### src/rtl/core/sem_pkg.sv
`timescale 1ns / 1ps
`default_nettype none

package sem_pkg;

	// Width of each frame size register.
	localparam int unsigned CFG_W = 11;
	// Reset value of both frame size registers.
	localparam logic [CFG_W-1:0] CFG_RESET = 11'd1024;

	// Register indexes on the configuration port.
	localparam logic REG_FRAME_WIDTH  = 1'b0;
	localparam logic REG_FRAME_HEIGHT = 1'b1;

	// Input commands.
	localparam logic CMD_PIXEL = 1'b0;
	localparam logic CMD_DRAIN = 1'b1;

	localparam int unsigned PIX_W  = 24;
	localparam int unsigned CH_W   = 8;
	localparam int unsigned GRAD_W = 12;
	localparam int unsigned SUM_W  = 21;
	// The square root is found one bit per cycle over this many bits.
	localparam int unsigned ROOT_W = 11;
	localparam logic [3:0] ROOT_LAST = 4'(ROOT_W - 1);
	localparam logic [ROOT_W:0] MAG_MAX = 12'd255;

	typedef struct packed {
		logic       capture;
		logic       start;
		logic       rd;
		logic       advance;
		logic       grad;
		logic       square;
		logic       root_step;
		logic [3:0] root_idx;
		logic       round;
		logic       emit;
	} sem_cmd_t;

	typedef struct packed {
		logic busy;
		logic is_drain;
		logic in_done;
		logic early;
		logic out_free;
	} sem_stat_t;

endpackage

`default_nettype wire

### src/rtl/core/sem_ctrl.sv
`timescale 1ns / 1ps
`default_nettype none

module sem_ctrl (
	input  wire logic              clk,
	input  wire logic              arst_n,
	input  wire logic              in_valid,
	output logic                   in_stall,
	input  wire sem_pkg::sem_stat_t stat,
	output sem_pkg::sem_cmd_t      cmd
);

	typedef enum logic [3:0] {
		ST_IDLE, ST_CHECK, ST_START, ST_READ, ST_WRITE,
		ST_GRAD, ST_SQUARE, ST_ROOT, ST_ROUND, ST_HOLD
	} state_t;

	state_t     state_q;
	logic [3:0] idx_q;

	assign in_stall = (state_q != ST_IDLE);

	always_comb begin
		cmd           = '0;
		cmd.capture   = (state_q == ST_IDLE) && in_valid;
		cmd.start     = (state_q == ST_START);
		cmd.rd        = (state_q == ST_READ);
		cmd.advance   = (state_q == ST_WRITE);
		cmd.grad      = (state_q == ST_GRAD);
		cmd.square    = (state_q == ST_SQUARE);
		cmd.root_step = (state_q == ST_ROOT);
		cmd.root_idx  = idx_q;
		cmd.round     = (state_q == ST_ROUND);
		cmd.emit      = (state_q == ST_HOLD) && stat.out_free;
	end

	always_ff @(posedge clk or negedge arst_n) begin
		if (!arst_n) begin
			state_q <= ST_IDLE;
			idx_q   <= '0;
		end else begin
			case (state_q)
				ST_IDLE: begin
					if (in_valid) state_q <= ST_CHECK;
				end
				ST_CHECK: begin
					if (!stat.busy) begin
						state_q <= stat.is_drain ? ST_IDLE : ST_START;
					end else if (stat.is_drain != stat.in_done) begin
						state_q <= ST_IDLE;
					end else begin
						state_q <= ST_READ;
					end
				end
				ST_START: state_q <= ST_READ;
				ST_READ:  state_q <= ST_WRITE;
				ST_WRITE: state_q <= stat.early ? ST_IDLE : ST_GRAD;
				ST_GRAD:  state_q <= ST_SQUARE;
				ST_SQUARE: begin
					idx_q   <= '0;
					state_q <= ST_ROOT;
				end
				ST_ROOT: begin
					idx_q <= idx_q + 4'd1;
					if (idx_q == sem_pkg::ROOT_LAST) state_q <= ST_ROUND;
				end
				ST_ROUND: state_q <= ST_HOLD;
				ST_HOLD: begin
					if (stat.out_free) state_q <= ST_IDLE;
				end
				default: state_q <= ST_IDLE;
			endcase
		end
	end

endmodule

`default_nettype wire

### config.mk
export PLATFORM = sky130hd
export DESIGN_NAME = sem_ctrl
export DESIGN_NICKNAME = d
export VERILOG_FILES = /design/src/rtl/core/sem_pkg.sv /design/src/rtl/core/sem_ctrl.sv
export SDC_FILE = /design/constraint.sdc
export NUM_CORES = 1
export LEC_CHECK = 0
export BUFFER_PORTS_ARGS = -buffer_cell sky130_fd_sc_hd__clkbuf_2
export CORE_MARGIN = 5
export CORE_UTILIZATION = 41
export DETAILED_ROUTE_END_ITERATION = 7
export PLACE_DENSITY = 0.72
export SLEW_MARGIN = 0
export SYNTH_ARGS = -nofsm -noshare
export SYNTH_HDL_FRONTEND = slang
export SYNTH_SLANG_ARGS = --single-unit
### constraint.sdc
create_clock -name clk -period 1.3 [get_ports clk]
set_clock_uncertainty 0.15 [all_clocks]
set_input_delay 0.13 -clock clk [delete_from_list [all_inputs] [get_ports clk]]
set_output_delay 0.13 -clock clk [all_outputs]
set_load 0.1 [all_outputs]
==> results of run 1 <==
==> cell families after synthesis <==
logic type | after synthesis
adders and majority gates | 2
and+or+nand+nor | 34
AOI/OAI and AO/OA | 16
DFF | 8
buffers and inverters | 6
xor gates and xnor gates | 3
==> metrics by stage <==
stage	cells	worst slack, ns	hold WS (ns)	cell area (sq um)
detailed placement	118	-0.196	-0.160	1130
global placement	118	-0.158	-0.169	1130
floorplan	69	-0.487	-0.316	707
==> cells in the mapped netlist (all sizes together) <==
cell and number:
o221a 1, xnor2 1, nor2 6, a31oi 1
nand4 1, o41ai 1, o22a 1, nor2b 5
buf 4, xor2 2, nand4b 1, dfrtp 8
nand2b 3, ha 2, and3 3, nor3 4
nand2 9, o221ai 1, o21ai 8, a211oi 1
inv 2, nand3 1, o21a 1, o31ai 1
nand3b 1
==> flow_summary.toml, run 1 <==
[logic_synthesis]
synth_area_leaders = "dfrtp_1 (35%), o21ai_0 (6.2%), nand2_1 (5.9%)"
synth.largest_area_cell = "dfrtp_1"
synth_top_family_by_area = "simple AND/OR/NAND/NOR gates"
synthCells = 69
ys_warn_count = 0
synth_adder_area_share_pct = 4.40
seq_area_frac_synth_pct = 35.2
synth_simple_gate_area_share_pct = 30.3
muxShareOfSynthArea_pct = 0
synth-seq-cells = 8
syn_avg_cell_area_sq_um = 8.25
synthDistinctLibCells = 26
synth.net_count = 79
synth_xor_area_share_pct = 4.62
synth_top_area_share_pct = 35.2
netlist_area_sq_um = 569
synth_compound_area_share_pct = 20.7

[cts]
cts_hold_buf = 2
h-tree-depth = 1
cts-resized-gates = 24
numCtsBuffers = 3
cts_buffer_depth = 2
post_cts_buffers = 13
root_buffer = "clkbuf_4"
cts.sinks = 8

[die]
die_height_um = 47.3
ioPinCount = 22
start_util_pct = 43.8
die_x_um = 47.3
rows = 13

[run_status]
status = "stopped before the end"
failing_step = "clock tree synthesis (4_1_cts)"
stop_error = "[ERROR DPL-0038] Utilization greater than 100%, impossible to legalize"

[place]
port_buffers = 21
place_congestion = 0.856
dpl.hpwl_mm = 1.72
==> run 2: changes to the inputs <==
--- a/config.mk
+++ b/config.mk
@@ -6,10 +6,10 @@
 export NUM_CORES = 1
 export LEC_CHECK = 0
 export BUFFER_PORTS_ARGS = -buffer_cell sky130_fd_sc_hd__clkbuf_2
-export CORE_MARGIN = 5
-export CORE_UTILIZATION = 41
+export CORE_AREA = 5 5 66 68
 export DETAILED_ROUTE_END_ITERATION = 7
-export PLACE_DENSITY = 0.72
+export DIE_AREA = 0 0 71 73
+export PLACE_DENSITY_LB_ADDON = 0.15
 export SLEW_MARGIN = 0
 export SYNTH_ARGS = -nofsm -noshare
 export SYNTH_HDL_FRONTEND = slang
==> constraint.sdc (replaced) <==
create_clock -name clk -period 1.7 [get_ports clk]
set_clock_uncertainty 0.15 [all_clocks]
set_input_delay 0.17 -clock clk [delete_from_list [all_inputs] [get_ports clk]]
set_output_delay 0.17 -clock clk [all_outputs]
set_load 0.1 [all_outputs]
==> flow_summary.toml, run 2 <==
[min_path]
worstHoldStart = "stat[0]"
min_path_type = "in -> reg"
hold_depth = 2
worstHoldEndpoint = "state_q[0]"

[logic_synthesis]
syn_avg_cell_area_sq_um = 8.25
seq_area_frac_synth_pct = 35.2
synth-async-reset-ratio_pct = 100
synth-seq-cells = 8
synth_most_common_cell = "nand2_1"
synthCells = 69
synthDistinctLibCells = 26
synthTopCellsByCount = "nand2_1 (9), dfrtp_1 (8), o21ai_0 (7), nor2_1 (6), nor2b_1 (5)"
netlist_area_sq_um = 569
synthFlopType = "dfrtp_1"
synth_top_area_share_pct = 35.2
synth.largest_area_cell = "dfrtp_1"
synth.net_count = 79
synth_edf_count = 0
synth_area_leaders = "dfrtp_1 (35%), o21ai_0 (6.2%), nand2_1 (5.9%)"
ys_warn_count = 0

[cells_and_area]
mostFrequentLayoutCells = "clkbuf_2 (11), buf_12 (10), buf_4 (9), nand2_1 (7), o21ai_0 (7)"
drive_gt1_share_pct = 57.0
antennaDiodeCount = 0
areaGrowthSynthToFinish_pct = 91.2
top_regs = "idx_q (4), state_q (4)"
layout_commonest_cell = "clkbuf_2"
n_fill_cell = 429
finalNonFillerCells = 150
nets = 111

[place]
dpl.hpwl_mm = 1.36
place_congestion = 0.692
dp_cells = 144
port_buffers = 21

[worst_setup_path]
critical_path_arrival_ns = 1.32
crit_path_start_kind = "flop"
regToRegEndpoint = "state_q[3]"
ff2ff_path_depth = 4
cp_max_fo = 7
crit_required_ns = 1.38
r2r_slack_ns = 0.20
regToRegStartpoint = "state_q[2]"
crit_type = "reg -> out"
cp-end-kind = "primary output"

[sta]
hold_viol_final = 0
max_slew_margin_pct = 63.8
finalMaxSlewViolations = 0
setup_viol = 0
worst_pin_slew_ns = 0.545
fin_crit_sh_pct = 96.5
finalCriticalPeriod_ns = 1.64
rsz0062_at_grt = "no"
max_freq_ghz = 0.610

[global_routing]
grt_pass1_vias = 643
grt_usage_pct = 7.02
grt_pass1_wl_mm = 2.94
antenna_found_initial = 0
grt_max_degree = 11
grt_overflow = 0

[run_status]
status = "complete, no violations"

[cts]
clock_latency_ns = 0.23
h-tree-depth = 1
cts_buffer_depth = 2
root_buffer = "clkbuf_8"
cts.sinks = 8
numCtsBuffers = 3
clkTransAtPathRegs_ns = 0.04
cts_tree = "built"

[drt]
route.met3.wl_um = 99
topRoutingLayerUsed = "met3"
wl_per_cell_um = 11.2
first_pass_iters = 3
drc = 0
first_iter_violations = 18
met1Wirelength_um = 803
route.antenna.remaining_nets = 0
drt-total-wl_mm = 1.68
viasPerCell = 3.87
num_vias = 581
met2_length_um = 776

[die]
ioPinCount = 22
die_area_sq_mm = 0.00518
die_height_um = 73
start_util_pct = 15.0
rows = 23
coreArea_sq_mm = 0.00380
die_x_um = 71

[run]
cap_violations = 0
==> run 2: cell counts after synthesis <==
Identical to the previous run, type by type.
==> run 2: how the worst max path moves through the flow <==
stage / depth (start not counted) / start / to
6_report: 3 / state_q[3] / cmd[6]
5_1_grt: 3 / state_q[3] / cmd[6]
4_1_cts: 4 / state_q[1] / cmd[11]
3_5_place_dp: 5 / state_q[0] / state_q[0]
3_3_place_gp: 5 / state_q[0] / state_q[0]
2_1_floorplan: 3 / state_q[3] / cmd[9]
==> run 2: cell type report <==
type	instances	area, sq um	area share, %
flip-flops and latches	8	208	19.1
clock buffers	4	45.0	4.14
well taps	50	62.6	5.75
multi-input cells	55	429	39.4
repair buffers	31	333	30.6
inverters	2	11.3	1.03
==> run 2: metrics by stage <==
stage / cell area [sq um] / utilization (%) / setup slack, ns / hold slack [ns] / setup TNS [ns]
floorplan: 668 / - / -0.222 / -0.276 / -0.527
global placement: 1010 / 26.7 / 0.194 / -0.116 / 0
detailed placement: 1010 / 26.7 / 0.184 / -0.115 / 0
CTS: 1070 / 28.3 / 0.0184 / 0.0718 / 0
global route: 1090 / 28.7 / 0.00793 / 0.0933 / 0
finish: 1090 / 28.7 / 0.0598 / 0.0723 / 0
==> run 2: kinds of logic (layout without fill, tap and decap cells) <==
| logic type | count (synthesis) | count (layout) | synth area share, % |
|---|---|---|---|
| simple gates | 34 | 34 | 30.3 |
| xor+xnor | 3 | 3 | 4.62 |
| buf+inv | 6 | 37 | 4.84 |
| flops | 8 | 8 | 35.2 |
| compound gates | 16 | 16 | 20.7 |
| fa+ha+maj | 2 | 2 | 4.39 |
==> run 2: worst max-delay path: stages, from the launching register on <==
cell and delay (ns):
dfrtp_2 0.45, nand4b_1 0.28, clkinvlp_4 0.19, buf_12 0.18
==> run 2: per-layer routing <==
| metal | track usage [%] | vias to the layer above |
|---|---|---|
| met5 | 0 | - |
| met4 | 2.51 | 0 |
| met3 | 1.93 | 0 |
| met2 | 10.9 | 15 |
| met1 | 9.33 | 262 |
| li1 | - | 304 |
==> run 2: what timing repair did <==
item | CTS | global route
resized for setup | 3 | 4
setup buffers | 0 | 1
endpoints found under the hold margin | 8 | 0
pin swaps | 0 | 0
cloned | 0 | 0
hold buffers | 1 | 0
setup endpoints to repair | 3 | 6
Power of run 2 is left out: the tool's default activity adds up to more than one toggle a clock period on the data nets, which glitch-free logic cannot reach.
